==> config.mk <==
export PLATFORM = sky130hd
export DESIGN_NAME = rate_pid_three_axis
export DESIGN_NICKNAME = d
export VERILOG_FILES = /design/src/rtl/rpid_pkg.sv /design/src/rtl/rpid_div.sv /design/src/rtl/rate_pid_three_axis.sv
export SDC_FILE = /design/constraint.sdc
export NUM_CORES = 2
export LEC_CHECK = 0
export BUFFER_PORTS_ARGS = -buffer_cell sky130_fd_sc_hd__buf_2
export CAP_MARGIN = 0
export CORE_ASPECT_RATIO = 0.7
export CORE_MARGIN = 4
export CORE_UTILIZATION = 58
export DETAILED_ROUTE_END_ITERATION = 16
export GPL_ROUTABILITY_DRIVEN = 0
export PLACE_DENSITY = 0.77
export RECOVER_POWER = 50
export SETUP_SLACK_MARGIN = 0.02
export SLEW_MARGIN = 20
export SYNTH_ARGS = -nofsm -noshare
export SYNTH_HDL_FRONTEND = slang
export SYNTH_SLANG_ARGS = --single-unit
==> constraint.sdc <==
create_clock -name i_clk -period 12 [get_ports i_clk]
set_input_delay 1.8 -clock i_clk [delete_from_list [all_inputs] [get_ports i_clk]]
set_output_delay 1.8 -clock i_clk [all_outputs]
set_load 0.005 [all_outputs]
==> src/rtl/rpid_pkg.sv <==
`default_nettype none

package rpid_pkg;

    // Axis and integrator sizing
    localparam int AXIS_COUNT       = 3;
    localparam int AXIS_W           = $clog2(AXIS_COUNT);
    localparam int INTEGRATOR_LIMIT = 256;
    localparam int INT_FRAC         = 13;
    localparam int INT_W            = $clog2(INTEGRATOR_LIMIT) + INT_FRAC + 2;
    localparam int ITERM_W          = INT_W - INT_FRAC;
    localparam logic signed [INT_W-1:0] INT_MAX =
        INT_W'(INTEGRATOR_LIMIT * (2 ** INT_FRAC));
    localparam logic signed [INT_W-1:0] INT_MIN = -INT_MAX;

    // Datapath widths
    localparam int MUL_A_W = 34;
    localparam int MUL_B_W = 18;
    localparam int MUL_P_W = MUL_A_W + MUL_B_W;
    localparam int PROD_W  = 40;
    localparam int DES_W   = 18;
    localparam int ERR_W   = 19;
    localparam int DLT_W   = ERR_W + 1;
    localparam int PT_W    = 20;
    localparam int ANG_W   = 13;
    localparam int Q10_W   = 12;
    localparam int NUM_W   = 18;
    localparam int HIST_W  = 32;
    localparam int DSUM_W  = HIST_W + 2;
    localparam int TOT_W   = 34;
    localparam int CFG_W   = 32;
    localparam int CFG_IDX_W = 3;

    // Divide by ten through a reciprocal: exact for magnitudes below 2**18
    localparam logic [16:0] RECIP_TEN   = 17'd52429;
    localparam int          RECIP_SHIFT = 19;

    // Stick handling
    localparam logic signed [9:0] STICK_MAX   = 10'sd500;
    localparam logic signed [9:0] STICK_MIN   = -10'sd500;
    localparam logic [8:0]        RATE_OFFSET = 9'd27;

    // Loop time and D scaling divider
    localparam logic [15:0] DT_MIN   = 16'd16;
    localparam int          DT_SHIFT = 4;
    localparam int          QUO_W    = 16;
    localparam int          DSR_W    = 16 - DT_SHIFT;
    localparam int          CNT_W    = $clog2(QUO_W);
    localparam logic [QUO_W-1:0] DIVIDEND = 16'hFFFF;

    // Saturation bounds
    localparam logic signed [HIST_W-1:0] DLT_MAX = 32'sh7FFF_FFFF;
    localparam logic signed [HIST_W-1:0] DLT_MIN = 32'sh8000_0000;
    localparam logic signed [15:0]       DRV_MAX = 16'sh7FFF;
    localparam logic signed [15:0]       DRV_MIN = 16'sh8000;

    // Axis and mode codes
    localparam logic [1:0] AXIS_ROLL    = 2'd0;
    localparam logic [1:0] AXIS_PITCH   = 2'd1;
    localparam logic [1:0] AXIS_YAW     = 2'd2;
    localparam logic [1:0] MODE_ACRO    = 2'd0;
    localparam logic [1:0] MODE_ANGLE   = 2'd1;
    localparam logic [1:0] MODE_HORIZON = 2'd2;

    // Register indexes
    localparam logic [CFG_IDX_W-1:0] CFG_GAINS_ROLL  = 3'd0;
    localparam logic [CFG_IDX_W-1:0] CFG_GAINS_PITCH = 3'd1;
    localparam logic [CFG_IDX_W-1:0] CFG_GAINS_YAW   = 3'd2;
    localparam logic [CFG_IDX_W-1:0] CFG_LEVEL_GAINS = 3'd3;
    localparam logic [CFG_IDX_W-1:0] CFG_STICK_RATES = 3'd4;
    localparam logic [CFG_IDX_W-1:0] CFG_LEVEL_TRIMS = 3'd5;

    // Register reset values
    localparam logic [23:0] RST_GAINS_ROLL  = 24'h171E28;
    localparam logic [23:0] RST_GAINS_PITCH = 24'h171E28;
    localparam logic [23:0] RST_GAINS_YAW   = 24'h002D55;
    localparam logic [15:0] RST_LEVEL_GAINS = 16'h0A5A;
    localparam logic [23:0] RST_STICK_RATES = 24'h000000;
    localparam logic [31:0] RST_LEVEL_TRIMS = 32'h0000_0000;

    // Sequencer states
    typedef enum logic [3:0] {
        S_IDLE,
        S_DIV10,
        S_STICK,
        S_LEVEL,
        S_RATEERR,
        S_PTERM,
        S_IMUL,
        S_IGAIN,
        S_IACC,
        S_DMUL,
        S_DSUM,
        S_DTERM,
        S_DRIVE
    } t_state;

endpackage

`default_nettype wire

==> src/rtl/rpid_div.sv <==
`default_nettype none

// Restoring divider: constant dividend over a 12-bit divisor, one quotient bit a cycle
module rpid_div
    import rpid_pkg::*;
(
    input  wire              i_clk,
    input  wire              i_rst_n,
    input  wire              i_start,
    input  wire [DSR_W-1:0]  i_divisor,
    output logic             o_done,
    output logic [QUO_W-1:0] o_quotient
);

    logic             r_busy;
    logic             r_done;
    logic [CNT_W-1:0] r_cnt;
    logic [DSR_W-1:0] r_rem;
    logic [DSR_W-1:0] r_dsr;
    logic [QUO_W-1:0] r_quo;

    logic [DSR_W:0]   w_trial;
    logic             w_fit;

    // Shift in the next dividend bit and try a subtract
    assign w_trial = {r_rem, r_quo[QUO_W-1]};
    assign w_fit   = (w_trial >= {1'b0, r_dsr});

    // Step control
    always_ff @(posedge i_clk) begin
        if (!i_rst_n) begin
            r_busy <= 1'b0;
            r_done <= 1'b0;
            r_cnt  <= '0;
        end else if (i_start) begin
            r_busy <= 1'b1;
            r_done <= 1'b0;
            r_cnt  <= CNT_W'(QUO_W - 1);
        end else if (r_busy) begin
            if (r_cnt == '0) begin
                r_busy <= 1'b0;
                r_done <= 1'b1;
            end else begin
                r_cnt <= r_cnt - 1'b1;
            end
        end
    end

    // Remainder and quotient; the quotient register starts out holding the dividend
    always_ff @(posedge i_clk) begin
        if (i_start) begin
            r_rem <= '0;
            r_quo <= DIVIDEND;
            r_dsr <= i_divisor;
        end else if (r_busy) begin
            r_rem <= w_fit ? DSR_W'(w_trial - {1'b0, r_dsr}) : DSR_W'(w_trial);
            r_quo <= {r_quo[QUO_W-2:0], w_fit};
        end
    end

    assign o_done     = r_done;
    assign o_quotient = r_quo;

endmodule

`default_nettype wire

==> src/rtl/rate_pid_three_axis.sv <==
`default_nettype none

// Three-axis rate PID with angle and horizon leveling. Each request carries one
// axis sample and returns one drive value for that axis. A request is taken only
// while o_in_stall is low; the 16-step bit-serial divider then forms 65535 /
// (loop_time / 16) for the D scaling, while one shared 34x18 multiplier works
// through the angle error, desired rate, P, I and D terms one product a cycle
// but for the D product, which waits for the divider. A finished result sits in
// the output register and the next request is taken meanwhile; the sequencer
// also waits at its last step if the previous result has still not been taken.
// Configuration writes are taken at any time but should be made while the block
// is idle. Per-axis integrator, previous error and D history clear on reset.
module rate_pid_three_axis
    import rpid_pkg::*;
(
    input  wire                  i_clk,
    input  wire                  i_rst_n,
    // request channel
    input  wire                  i_in_valid,
    output logic                 o_in_stall,
    input  wire [1:0]            i_axis_index,
    input  wire signed [9:0]     i_stick_command,
    input  wire signed [15:0]    i_gyro_rate,
    input  wire signed [11:0]    i_attitude_angle,
    input  wire [15:0]           i_loop_time,
    input  wire [1:0]            i_flight_mode,
    // result channel
    output logic                 o_out_valid,
    input  wire                  i_out_stall,
    output logic [1:0]           o_out_axis,
    output logic signed [15:0]   o_drive_value,
    // configuration
    input  wire                  i_cfg_we,
    input  wire [CFG_IDX_W-1:0]  i_cfg_index,
    input  wire [CFG_W-1:0]      i_cfg_data
);

    // Sequencer and configuration
    t_state r_state;
    t_state n_state;

    logic [23:0] r_gains_roll;
    logic [23:0] r_gains_pitch;
    logic [23:0] r_gains_yaw;
    logic [15:0] r_level_gains;
    logic [23:0] r_stick_rates;
    logic [31:0] r_level_trims;

    // Per-axis state
    logic signed [INT_W-1:0]  r_integ    [AXIS_COUNT];
    logic signed [ERR_W-1:0]  r_prev     [AXIS_COUNT];
    logic signed [HIST_W-1:0] r_hist_one [AXIS_COUNT];
    logic signed [HIST_W-1:0] r_hist_two [AXIS_COUNT];

    // Captured request
    logic [AXIS_W-1:0]   r_axis;
    logic signed [9:0]   r_stick;
    logic signed [15:0]  r_gyro;
    logic signed [11:0]  r_att;
    logic [15:0]         r_dt;
    logic [1:0]          r_mode;

    // Working registers
    logic signed [PROD_W-1:0]  r_prod;
    logic signed [ANG_W-1:0]   r_err_ang;
    logic signed [DES_W-1:0]   r_desired;
    logic signed [ERR_W-1:0]   r_err;
    logic signed [PT_W-1:0]    r_pterm;
    logic signed [ITERM_W-1:0] r_iterm;
    logic signed [DLT_W-1:0]   r_delta_raw;
    logic signed [DSUM_W-1:0]  r_dsum;
    logic                      r_out_valid;
    logic [AXIS_W-1:0]         r_out_axis;
    logic signed [15:0]        r_drive;

    // Combinational
    logic                      w_in_accept;
    logic                      w_out_free;
    logic                      w_out_load;
    logic                      w_is_yaw;
    logic [15:0]               w_dt_clamp;
    logic [AXIS_W-1:0]         w_axis_in;
    logic [23:0]               w_gains;
    logic [7:0]                w_kp;
    logic [7:0]                w_ki;
    logic [7:0]                w_kd;
    logic [7:0]                w_rate;
    logic [8:0]                w_rate_sum;
    logic [7:0]                w_level_gain;
    logic signed [15:0]        w_trim;
    logic signed [9:0]         w_st_clamp;
    logic signed [NUM_W-1:0]   w_num;
    logic [16:0]               w_num_abs;
    logic [Q10_W-1:0]          w_q10;
    logic signed [ANG_W-1:0]   w_err_ang;
    logic signed [DES_W-1:0]   w_des_base;
    logic signed [DES_W-1:0]   w_des_add;
    logic signed [DES_W-1:0]   w_des_fin;
    logic signed [ERR_W-1:0]   w_err;
    logic signed [DSUM_W-1:0]  w_isum;
    logic signed [INT_W-1:0]   w_integ_new;
    logic signed [PROD_W-1:0]  w_dshift;
    logic signed [HIST_W-1:0]  w_delta;
    logic signed [DSUM_W-1:0]  w_dsum;
    logic signed [TOT_W-1:0]   w_total;
    logic signed [15:0]        w_drive;
    logic signed [MUL_A_W-1:0] w_mul_a;
    logic signed [MUL_B_W-1:0] w_mul_b;
    logic signed [MUL_P_W-1:0] w_mul_p;
    logic                      w_div_done;
    logic [QUO_W-1:0]          w_quo;

    // Handshakes
    assign o_in_stall  = (r_state != S_IDLE);
    assign w_in_accept = i_in_valid && !o_in_stall;
    assign w_out_free  = !r_out_valid || !i_out_stall;
    assign w_out_load  = (r_state == S_DRIVE) && w_out_free;

    // Request clean-up: axis three runs as yaw, short loop times clamp
    assign w_axis_in  = (i_axis_index > AXIS_YAW) ? AXIS_YAW : i_axis_index;
    assign w_dt_clamp = (i_loop_time < DT_MIN) ? DT_MIN : i_loop_time;

    // D scaling divider, started with each request
    rpid_div u_div (
        .i_clk      (i_clk),
        .i_rst_n    (i_rst_n),
        .i_start    (w_in_accept),
        .i_divisor  (w_dt_clamp[15:DT_SHIFT]),
        .o_done     (w_div_done),
        .o_quotient (w_quo)
    );

    // Per-axis gain and rate selection
    assign w_is_yaw = (r_axis == AXIS_YAW);

    always_comb begin
        case (r_axis)
            AXIS_ROLL: begin
                w_gains = r_gains_roll;
                w_rate  = r_stick_rates[7:0];
            end
            AXIS_PITCH: begin
                w_gains = r_gains_pitch;
                w_rate  = r_stick_rates[15:8];
            end
            default: begin
                w_gains = r_gains_yaw;
                w_rate  = r_stick_rates[23:16];
            end
        endcase
    end

    assign w_kp         = w_gains[7:0];
    assign w_ki         = w_gains[15:8];
    assign w_kd         = w_gains[23:16];
    assign w_rate_sum   = {1'b0, w_rate} + RATE_OFFSET;
    assign w_level_gain = (r_mode == MODE_ANGLE) ? r_level_gains[7:0] : r_level_gains[15:8];
    assign w_trim       = (r_axis == AXIS_ROLL) ? r_level_trims[15:0] : r_level_trims[31:16];

    // Angle error numerator and its divide by ten toward zero
    assign w_st_clamp = (r_stick > STICK_MAX) ? STICK_MAX :
                        ((r_stick < STICK_MIN) ? STICK_MIN : r_stick);
    assign w_num      = NUM_W'(w_st_clamp) - NUM_W'(r_att) + NUM_W'(w_trim);
    assign w_num_abs  = w_num[NUM_W-1] ? 17'(-w_num) : 17'(w_num);
    assign w_q10      = r_prod[RECIP_SHIFT +: Q10_W];
    assign w_err_ang  = w_num[NUM_W-1] ? -$signed({1'b0, w_q10}) : $signed({1'b0, w_q10});

    // Desired rate and rate error
    always_comb begin
        if (w_is_yaw) begin
            w_des_base = DES_W'(r_prod >>> 5);
        end else if (r_mode != MODE_ANGLE) begin
            w_des_base = DES_W'(r_prod >>> 4);
        end else begin
            w_des_base = '0;
        end
    end

    always_comb begin
        if (w_is_yaw) begin
            w_des_add = '0;
        end else if (r_mode == MODE_ANGLE) begin
            w_des_add = DES_W'(r_prod >>> 4);
        end else if (r_mode == MODE_HORIZON) begin
            w_des_add = DES_W'(r_prod >>> 8);
        end else begin
            w_des_add = '0;
        end
    end

    assign w_des_fin = r_desired + w_des_add;
    assign w_err     = ERR_W'(w_des_fin) - ERR_W'(r_gyro);

    // Integrator update with clamp
    assign w_isum = DSUM_W'(r_integ[r_axis]) + DSUM_W'(r_prod);

    always_comb begin
        if (w_isum > DSUM_W'(INT_MAX)) begin
            w_integ_new = INT_MAX;
        end else if (w_isum < DSUM_W'(INT_MIN)) begin
            w_integ_new = INT_MIN;
        end else begin
            w_integ_new = INT_W'(w_isum);
        end
    end

    // D delta saturation and three-sample sum
    assign w_dshift = r_prod >>> 6;

    always_comb begin
        if (w_dshift > PROD_W'(DLT_MAX)) begin
            w_delta = DLT_MAX;
        end else if (w_dshift < PROD_W'(DLT_MIN)) begin
            w_delta = DLT_MIN;
        end else begin
            w_delta = HIST_W'(w_dshift);
        end
    end

    assign w_dsum = DSUM_W'(r_hist_one[r_axis]) + DSUM_W'(r_hist_two[r_axis])
                  + DSUM_W'(w_delta);

    // Final sum and output saturation
    assign w_total = TOT_W'(r_pterm) + TOT_W'(r_iterm) + TOT_W'(r_prod >>> 8);

    always_comb begin
        if (w_total > TOT_W'(DRV_MAX)) begin
            w_drive = DRV_MAX;
        end else if (w_total < TOT_W'(DRV_MIN)) begin
            w_drive = DRV_MIN;
        end else begin
            w_drive = 16'(w_total);
        end
    end

    // Next state
    always_comb begin
        n_state = r_state;
        case (r_state)
            S_IDLE:    if (w_in_accept) n_state = S_DIV10;
            S_DIV10:   n_state = S_STICK;
            S_STICK:   n_state = S_LEVEL;
            S_LEVEL:   n_state = S_RATEERR;
            S_RATEERR: n_state = S_PTERM;
            S_PTERM:   n_state = S_IMUL;
            S_IMUL:    n_state = S_IGAIN;
            S_IGAIN:   n_state = S_IACC;
            S_IACC:    n_state = S_DMUL;
            S_DMUL:    if (w_div_done) n_state = S_DSUM;
            S_DSUM:    n_state = S_DTERM;
            S_DTERM:   n_state = S_DRIVE;
            S_DRIVE:   if (w_out_free) n_state = S_IDLE;
            default:   n_state = S_IDLE;
        endcase
    end

    // Shared multiplier operand selection
    always_comb begin
        w_mul_a = '0;
        w_mul_b = '0;
        case (r_state)
            S_DIV10: begin
                w_mul_a = MUL_A_W'($signed({1'b0, w_num_abs}));
                w_mul_b = MUL_B_W'($signed({1'b0, RECIP_TEN}));
            end
            S_STICK: begin
                w_mul_a = MUL_A_W'(r_stick);
                w_mul_b = MUL_B_W'($signed({1'b0, w_rate_sum}));
            end
            S_LEVEL: begin
                w_mul_a = MUL_A_W'(r_err_ang);
                w_mul_b = MUL_B_W'($signed({1'b0, w_level_gain}));
            end
            S_PTERM: begin
                w_mul_a = MUL_A_W'(r_err);
                w_mul_b = MUL_B_W'($signed({1'b0, w_kp}));
            end
            S_IMUL: begin
                w_mul_a = MUL_A_W'(r_err);
                w_mul_b = MUL_B_W'($signed({1'b0, r_dt}));
            end
            S_IGAIN: begin
                w_mul_a = MUL_A_W'(r_prod >>> 11);
                w_mul_b = MUL_B_W'($signed({1'b0, w_ki}));
            end
            S_DMUL: begin
                w_mul_a = MUL_A_W'(r_delta_raw);
                w_mul_b = MUL_B_W'($signed({1'b0, w_quo}));
            end
            S_DTERM: begin
                w_mul_a = MUL_A_W'(r_dsum);
                w_mul_b = MUL_B_W'($signed({1'b0, w_kd}));
            end
            default: begin
                w_mul_a = '0;
                w_mul_b = '0;
            end
        endcase
    end

    assign w_mul_p = w_mul_a * w_mul_b;

    // Control state, configuration and per-axis state
    always_ff @(posedge i_clk) begin
        if (!i_rst_n) begin
            r_state       <= S_IDLE;
            r_out_valid   <= 1'b0;
            r_gains_roll  <= RST_GAINS_ROLL;
            r_gains_pitch <= RST_GAINS_PITCH;
            r_gains_yaw   <= RST_GAINS_YAW;
            r_level_gains <= RST_LEVEL_GAINS;
            r_stick_rates <= RST_STICK_RATES;
            r_level_trims <= RST_LEVEL_TRIMS;
            for (int i = 0; i < AXIS_COUNT; i++) begin
                r_integ[i]    <= '0;
                r_prev[i]     <= '0;
                r_hist_one[i] <= '0;
                r_hist_two[i] <= '0;
            end
        end else begin
            r_state <= n_state;

            // register writes; unknown indexes fall through
            if (i_cfg_we) begin
                case (i_cfg_index)
                    CFG_GAINS_ROLL:  r_gains_roll  <= i_cfg_data[23:0];
                    CFG_GAINS_PITCH: r_gains_pitch <= i_cfg_data[23:0];
                    CFG_GAINS_YAW:   r_gains_yaw   <= i_cfg_data[23:0];
                    CFG_LEVEL_GAINS: r_level_gains <= i_cfg_data[15:0];
                    CFG_STICK_RATES: r_stick_rates <= i_cfg_data[23:0];
                    CFG_LEVEL_TRIMS: r_level_trims <= i_cfg_data[31:0];
                    default: ;
                endcase
            end

            // integrator and previous error
            if (r_state == S_IACC) begin
                r_integ[r_axis] <= w_integ_new;
                r_prev[r_axis]  <= r_err;
            end

            // D history shift
            if (r_state == S_DSUM) begin
                r_hist_two[r_axis] <= r_hist_one[r_axis];
                r_hist_one[r_axis] <= w_delta;
            end

            // result register
            if (w_out_load) begin
                r_out_valid <= 1'b1;
            end else if (!i_out_stall) begin
                r_out_valid <= 1'b0;
            end
        end
    end

    // Datapath registers
    always_ff @(posedge i_clk) begin
        // product holds the D term while the drive value waits for the output
        if (r_state != S_DRIVE) begin
            r_prod <= PROD_W'(w_mul_p);
        end

        if (w_in_accept) begin
            r_axis  <= w_axis_in;
            r_stick <= i_stick_command;
            r_gyro  <= i_gyro_rate;
            r_att   <= i_attitude_angle;
            r_dt    <= w_dt_clamp;
            r_mode  <= i_flight_mode;
        end

        case (r_state)
            S_STICK:   r_err_ang <= w_err_ang;
            S_LEVEL:   r_desired <= w_des_base;
            S_RATEERR: r_err     <= w_err;
            S_IMUL:    r_pterm   <= PT_W'(r_prod >>> 7);
            S_IACC: begin
                r_iterm     <= ITERM_W'(w_integ_new >>> INT_FRAC);
                r_delta_raw <= DLT_W'(r_err) - DLT_W'(r_prev[r_axis]);
            end
            S_DSUM:    r_dsum    <= w_dsum;
            default: ;
        endcase

        if (w_out_load) begin
            r_out_axis <= r_axis;
            r_drive    <= w_drive;
        end
    end

    assign o_out_valid   = r_out_valid;
    assign o_out_axis    = r_out_axis;
    assign o_drive_value = r_drive;

endmodule

`default_nettype wire

# Yosys cells after proc, flatten, opt, wreduce, memory -nomap -nowiden

Memories as Yosys holds them, arrays and structs flattened. A register that Yosys moved wholly into a read port is not among the register bits.
Index checks and enable logic that the tools add are counted.

Output and inout bits: 20
Word-level logic and storage cells: 178
Bits in registers: 433
Memories kept: 4
Memory bits (writable): 318
Input bits: 98

$lt $le $gt $ge: 11
Equality and inequality tests: 28
Bitwise logic cells: 1
Reduce and logical (&&, ||, !) cells: 27
Mux-type cells: 60
Add/subtract/negate cells: 15
Multiply operators: 1

Memory list:

| memory     | words | width | read ports | clocked after memory_dff | wr ports | line                      | RTL |
|---|---|---|---|---|---|---|---|
| r_hist_one | 3     | 32    | 1          | 1                        | 3        | rate_pid_three_axis.sv:52 | `logic signed [HIST_W-1:0] r_hist_one [AXIS_COUNT];` |
| r_hist_two | 3     | 32    | 1          | 1                        | 3        | rate_pid_three_axis.sv:53 | `logic signed [HIST_W-1:0] r_hist_two [AXIS_COUNT];` |
| r_integ    | 3     | 23    | 1          | 1                        | 3        | rate_pid_three_axis.sv:50 | `logic signed [INT_W-1:0] r_integ [AXIS_COUNT];` |
| r_prev     | 3     | 19    | 1          | 1                        | 3        | rate_pid_three_axis.sv:51 | `logic signed [ERR_W-1:0] r_prev [AXIS_COUNT];` |

Operators with widths:

| cell                                                                              | number |
|---|---|
| 34-bit case mux with 7 select lines                                               | 1 |
| 32-bit 2-to-1 mux                                                                 | 4 |
| 16-bit case mux with 8 select lines                                               | 1 |
| 18-bit 2-to-1 mux                                                                 | 5 |
| 23-bit 2-to-1 mux                                                                 | 3 |
| 32-bit OR reduction                                                               | 2 |
| 4-bit case mux with 13 select lines                                               | 1 |
| 24-bit case mux with 2 select lines                                               | 1 |
| 34-bit by 17-bit multiplier with 40-bit output                                    | 1 |
| 23-bit by 34-bit adder with 34-bit output                                         | 1 |
| 33-bit by 32-bit adder with 34-bit output                                         | 1 |
| 34-bit by 23-bit greater-than comparator with 1-bit output, second input constant | 1 |
| 34-bit by 32-bit greater-than comparator with 1-bit output, second input constant | 1 |
| 34-bit by 22-bit less-than comparator with 1-bit output, second input constant    | 1 |
| 34-bit by 32-bit less-than comparator with 1-bit output, second input constant    | 1 |
| 21-bit by 32-bit adder with 33-bit output                                         | 1 |
| 32-bit by 32-bit adder with 33-bit output                                         | 1 |
| 33-bit by 16-bit greater-than comparator with 1-bit output, second input constant | 1 |
| 33-bit by 16-bit less-than comparator with 1-bit output, second input constant    | 1 |
| 16-bit 2-to-1 mux                                                                 | 2 |
| 12-bit 2-to-1 mux                                                                 | 2 |
| 2-bit 2-to-1 mux                                                                  | 12 |
| 4-bit 2-to-1 mux                                                                  | 6 |
| 23-bit OR reduction                                                               | 1 |
| other kinds (47)                                                                  | 91 |

# Depth between registers and ports, before layout

Word-level depth: 9
Gate-level depth with buffers: 47
Gate-level depth less buffers: 45

# Hierarchy

A second synthesis with hierarchy kept.

Cell total of the unflattened synthesis: 5,888
Area, all modules: 62,268.5 µm²

By module, submodules not included:

| module              | sequential area each (µm²) | cells an instance | times used | area each (µm²) |
|---|---|---|---|---|
| rate_pid_three_axis | 23,262.3                   | 5,630             | 1          | 59,827.4 |
| rpid_div            | 1,041.0                    | 258               | 1          | 2,441.1 |

# Worst setup path after synthesis

OpenSTA, ideal clock, no wires.

Path kind: register to register
Start point: reg r_axis[0]
End point: reg r_prod[39], data pin
Path buffers: 6
Cell stages (with the launch flop): 42
Library setup time: 264 ps
Arrival: 11,776 ps
Path slack: -39 ps
Period minus slack after synthesis: 12,039 ps
Data required time: 11,736 ps
Cells stage by stage: edfxtp_1 buf_1 clkbuf_1 buf_2 clkbuf_1 nor2_1 clkbuf_1 clkbuf_1 mux2_2 fa_1 ha_1 a21o_1 a211o_1 a21bo_2 a41o_1 mux2i_1 a2111oi_0 nor3b_1 [6 not listed] fa_1 fa_1 inv_1 fa_1 inv_1 fa_1 inv_1 ha_1 nor2b_1 or4_1 o21ai_0 o31ai_1 a21oi_1 o21ai_0 a41o_1 o41a_1 a31oi_1 xor2_1

Longest elaborated chain between the ends: 7
Elaborated cells between the ends (all ways): 12
Those cells by class: 3 x add/sub; 1 x mul; 1 x eq/ne; 6 x mux; 1 x reduce/logical

Ends and longest elaborated chain:

| what                                               | line                                                   | RTL |
|---|---|---|
| start: declaration                                 | rate_pid_three_axis.sv:56                              | `logic [AXIS_W-1:0] r_axis;` |
| start signal: assignment                           | rate_pid_three_axis.sv:365                             | `r_axis <= w_axis_in;` |
| 2-bit logical NOT                                  | rate_pid_three_axis.sv:137, rate_pid_three_axis.sv:158 |  |
| 16-bit 2-to-1 mux                                  | rate_pid_three_axis.sv:158                             | `assign w_trim = (r_axis == AXIS_ROLL) ? r_level_trims[15:0] : r_level_trims[31:16];` |
| 13-bit by 16-bit adder with 17-bit output          | rate_pid_three_axis.sv:163                             | `assign w_num = NUM_W'(w_st_clamp) - NUM_W'(r_att) + NUM_W'(w_trim);` |
| 17-bit negator                                     | rate_pid_three_axis.sv:164                             | `assign w_num_abs = w_num[NUM_W-1] ? 17'(-w_num) : 17'(w_num);` |
| 17-bit 2-to-1 mux                                  | rate_pid_three_axis.sv:164                             |  |
| 34-bit case mux with 7 select lines                | rate_pid_three_axis.sv:261                             | `case (r_state)` |
| 34-bit by 17-bit multiplier with 40-bit output (*) | rate_pid_three_axis.sv:301                             | `assign w_mul_p = w_mul_a * w_mul_b;` |
| named net w_mul_p[39]                              | rate_pid_three_axis.sv:109                             | `logic signed [MUL_P_W-1:0] w_mul_p;` |
| end signal: assignment                             | rate_pid_three_axis.sv:361                             | `r_prod <= PROD_W'(w_mul_p);` |
| end: declaration                                   | rate_pid_three_axis.sv:64                              | `logic signed [PROD_W-1:0] r_prod;` |

Mark *: on every way through the listed nets, which the timed path passes. The rest lies on a longest branch.
A chain may end at the register's enable or synchronous reset.

# Worst setup path after layout

Start point: reg r_stick[3]
End point: reg r_prod[39], data pin

Longest elaborated chain between the ends: 9
Elaborated cells between the ends (all ways): 10
Those cells by class: 3 x add/sub; 1 x mul; 2 x order compare; 4 x mux

Ends and longest elaborated chain:

| what                                               | line                       | RTL |
|---|---|---|
| start: declaration                                 | rate_pid_three_axis.sv:57  | `logic signed [9:0] r_stick;` |
| start signal: assignment                           | rate_pid_three_axis.sv:366 | `r_stick <= i_stick_command;` |
| 10-bit less-than comparator                        | rate_pid_three_axis.sv:162 | `((r_stick < STICK_MIN) ? STICK_MIN : r_stick);` |
| 10-bit 2-to-1 mux                                  | rate_pid_three_axis.sv:162 |  |
| 10-bit 2-to-1 mux                                  | rate_pid_three_axis.sv:161 | `assign w_st_clamp = (r_stick > STICK_MAX) ? STICK_MAX :` |
| 10-bit by 12-bit subtractor with 13-bit output     | rate_pid_three_axis.sv:163 |  |
| 13-bit by 16-bit adder with 17-bit output          | rate_pid_three_axis.sv:163 |  |
| 17-bit negator                                     | rate_pid_three_axis.sv:164 |  |
| 17-bit 2-to-1 mux                                  | rate_pid_three_axis.sv:164 |  |
| 34-bit case mux with 7 select lines (*)            | rate_pid_three_axis.sv:261 |  |
| 34-bit by 17-bit multiplier with 40-bit output (*) | rate_pid_three_axis.sv:301 |  |
| named net w_mul_p[39]                              | rate_pid_three_axis.sv:109 |  |

Marked as above.

==> results by group <==
STA
  • Slew @ Worst Pin: 4.01 ns
  • Setup-failing EPs final: 0
  • Final min period: 11.48 ns
  • Fin. Hold Viols: 0
  • Setup TNS: 0 ns
  • Worst slew margin: -1.68
  • F_max: 87.1 MHz
  • Period utilization: 0.957
  • Clock skew: 0.0484 ns
  • Max-slew violations: 762

Routing
  • DRT Wirelength: 180,000 um
  • Routed vias/inst: 6.31
  • Routed length per placed instance: 24.3 um
  • Detailed Route Iter0 Violations: 5,799
  • DRT antenna net count: 0
  • # DRC: 0
  • Via count: 46,800
  • DR pass1 iterations: 9

Floorplan
  • Std cell rows: 99
  • Initial Utilization: 0.589
  • CORE AREA: 105,000 sq um
  • Die ar.: 112,000 sq um
  • Die X: 398 um
  • Io pins: 118
  • Die H: 281 um

Final layout
  • Filler cell count in the final layout: 8,234
  • P&R area growth vs syn: 7.80%
  • Commonest non-fill, non-tap cell in the layout: nand2_1
  • Share of cells above drive strength 1: 0.0786
  • Final nets: 6,813
  • Most frequent cells in the layout: 840 x nand2_1, 703 x inv_1, 674 x edfxtp_1

Logic synthesis
  • Syn. warnings: 0
  • Syn_nets: 6,806
  • Post-Syn Area: 61,800 sq um
  • Cell count after synthesis: 5,924
  • Synth unique cells: 88
  • Register area share after synthesis: 0.387
  • Mean Syn Cell Area: 10.4 sq um
  • Post-synth ARST share: 0
  • Synth Register Bits: 859
  • Synth Flop Type: edfxtp_1
  • EDFF count, synth: 674

GRT
  • First-pass GRT wire length: 276,000 um
  • Overflow after GRT: 0
  • Vias in the first global route: 45,800
  • Largest net degree at the start of global routing: 95
  • Initial antenna violation count: 8
  • GRT Total Usage: 0.323

Clock tree
  • Post-CTS Hold Buffers: 0
  • # clock sinks: 859
  • Root Driver: clkbuf_16
  • TritonCTS clock tree: done
  • Clock transition at path regs: 0.07 ns
  • Total CTS buffers: 83
  • Clock tree buffer depth: 3
  • Clock latency on the worst-skew pair: 0.71 ns
  • H-Tree Depth: 3

Status
  • Failing checks: max-capacitance violations, max-slew violations
  • Status: finished with violations

Critical path
  • WP data arrival: 11.95 ns
  • Critical path type: reg2reg
  • Max incr delay on CP: 0.59 ns
  • CP max-delay cell: fa_1
  • Worst Path Required: 12.47 ns
  • Type of origin of the critical path: flop
  • FF-to-FF path depth: 42
  • Critical Path Sink Type: flop
  • Worst path most repeated cell: fa_1
  • CP max FO: 7

Run
  • MaxCap Viol Count: 20

Placement
  • PortBufs: 117
  • DP HPWL: 128,000 um

Worst hold path
  • Hold path cells: 2
  • Worst min path class: reg2reg
## cells by family (layout without fill, tap and decap cells)
logic type                 after synthesis  after routing  share of synthesized area
muxes                                  204            204                     0.0550
and+or+nand+nor                       1814           1814                      0.134
other                                    0              6                          0
xor gates and xnor gates               219            219                     0.0314
adders and majority gates              784            784                      0.220
DFF                                    859            859                      0.387
buffers and inverters                  998           1067                     0.0611
AOI/OAI and AO/OA                     1046           1046                      0.112
## cell usage after synthesis, drive strengths merged, types with 65 or more instances
| cell | number | share of area |
|---|---|---|
| a21o | 80 | 0.0097 |
| xnor2 | 153 | 0.022 |
| edfxtp | 674 | 0.33 |
| mux4 | 106 | 0.039 |
| nand3 | 81 | 0.0066 |
| and3 | 168 | 0.017 |
| fa | 502 | 0.16 |
| inv | 704 | 0.043 |
| clkbuf | 249 | 0.015 |
| ha | 282 | 0.057 |
| nand2 | 845 | 0.051 |
| o21ai | 232 | 0.019 |
| nor2 | 355 | 0.022 |
| xor2 | 65 | 0.0092 |
| and2 | 98 | 0.0099 |
| dfxtp | 185 | 0.060 |
| mux2i | 71 | 0.011 |
| a21oi | 263 | 0.021 |
| nor3 | 65 | 0.0053 |
| a21boi | 150 | 0.018 |
## layout make-up
cell class	count	area (sq um)	share of cell area
Multi-Input combinational cell	4067	34300	0.514
Tap cell	1414	1770	0.0265
Inverter	704	2640	0.0396
Clock buffer	114	2330	0.0349
Clock inverter	33	490	0.00736
Timing Repair Buffer	216	1170	0.0176
Sequential cell	859	23900	0.359
Antenna cell	6	15.0	0.000225
## worst max-delay path: cells and delay by family (launching register included)
family | cells | cell delay, ns
AO/OA/AOI/OAI | 14 | 3.22
XOR/XNOR | 1 | 0.09
adder cells (fa/ha/maj) | 11 | 4.81
buffers and inverters | 5 | 0.28
flip-flops | 1 | 0.45
AND/OR/NAND/NOR | 11 | 2.38
## final timing paths
path | to | start | slack (ns)
hold reg to reg | r_gains_roll[23]$_SDFFE_PN0P_ | r_gains_roll[23]$_SDFFE_PN0P_ | 0.47
setup reg to reg | r_prod[39]$_DFFE_PN_ | r_stick[3]$_DFFE_PP_ | 0.52
setup / recovery | r_prod[39]$_DFFE_PN_ | r_stick[3]$_DFFE_PP_ | 0.52
hold / removal | r_gains_roll[23]$_SDFFE_PN0P_ | r_gains_roll[23]$_SDFFE_PN0P_ | 0.47
## sequential cells by signal (all words and copies together) (netlist names), 19 cells and up, named ones only
register       flops
r_hist_one       128
r_level_trims     32
r_delta_raw       20
r_gains_pitch     24
r_prod            40
r_pterm           20
r_gains_roll      24
r_integ           92
r_dsum            34
r_prev            76
r_stick_rates     24
r_err             19
r_gains_yaw       24
r_hist_two       128
## timing repair
| action | CTS | global route |
|---|---|---|
| gates resized for setup | 0 | 8 |
| endpoints found under the setup margin | 0 | 8 |
| buffers inserted | 0 | 0 |
## through the flow
stage / util / instance area [sq um] / worst slack (ns) / hold WS [ns] / cells
global placement: 0.609 / 64000 / 0.524 / 0.448 / 7259
floorplan: - / 61800 / 0.0405 / 0.435 / 5924
detailed placement: 0.609 / 64000 / 0.310 / 0.454 / 7259
finish: 0.635 / 66600 / 0.518 / 0.466 / 7413
CTS: 0.636 / 66800 / 0.266 / 0.465 / 7406
global route: 0.634 / 66600 / -0.0192 / 0.486 / 7407
## metal layers
layer / up-vias / track usage / share of wire
met2: 3104 / 0.460 / 0.41
met5: - / 0 / 0.00052
li1: 20300 / - / -
met1: 22800 / 0.452 / 0.39
met3: 499 / 0.116 / 0.15
met4: 8 / 0.132 / 0.048
Power is left out: the tool's default activity adds up to more than one toggle a clock period on the data nets, which glitch-free logic cannot reach.
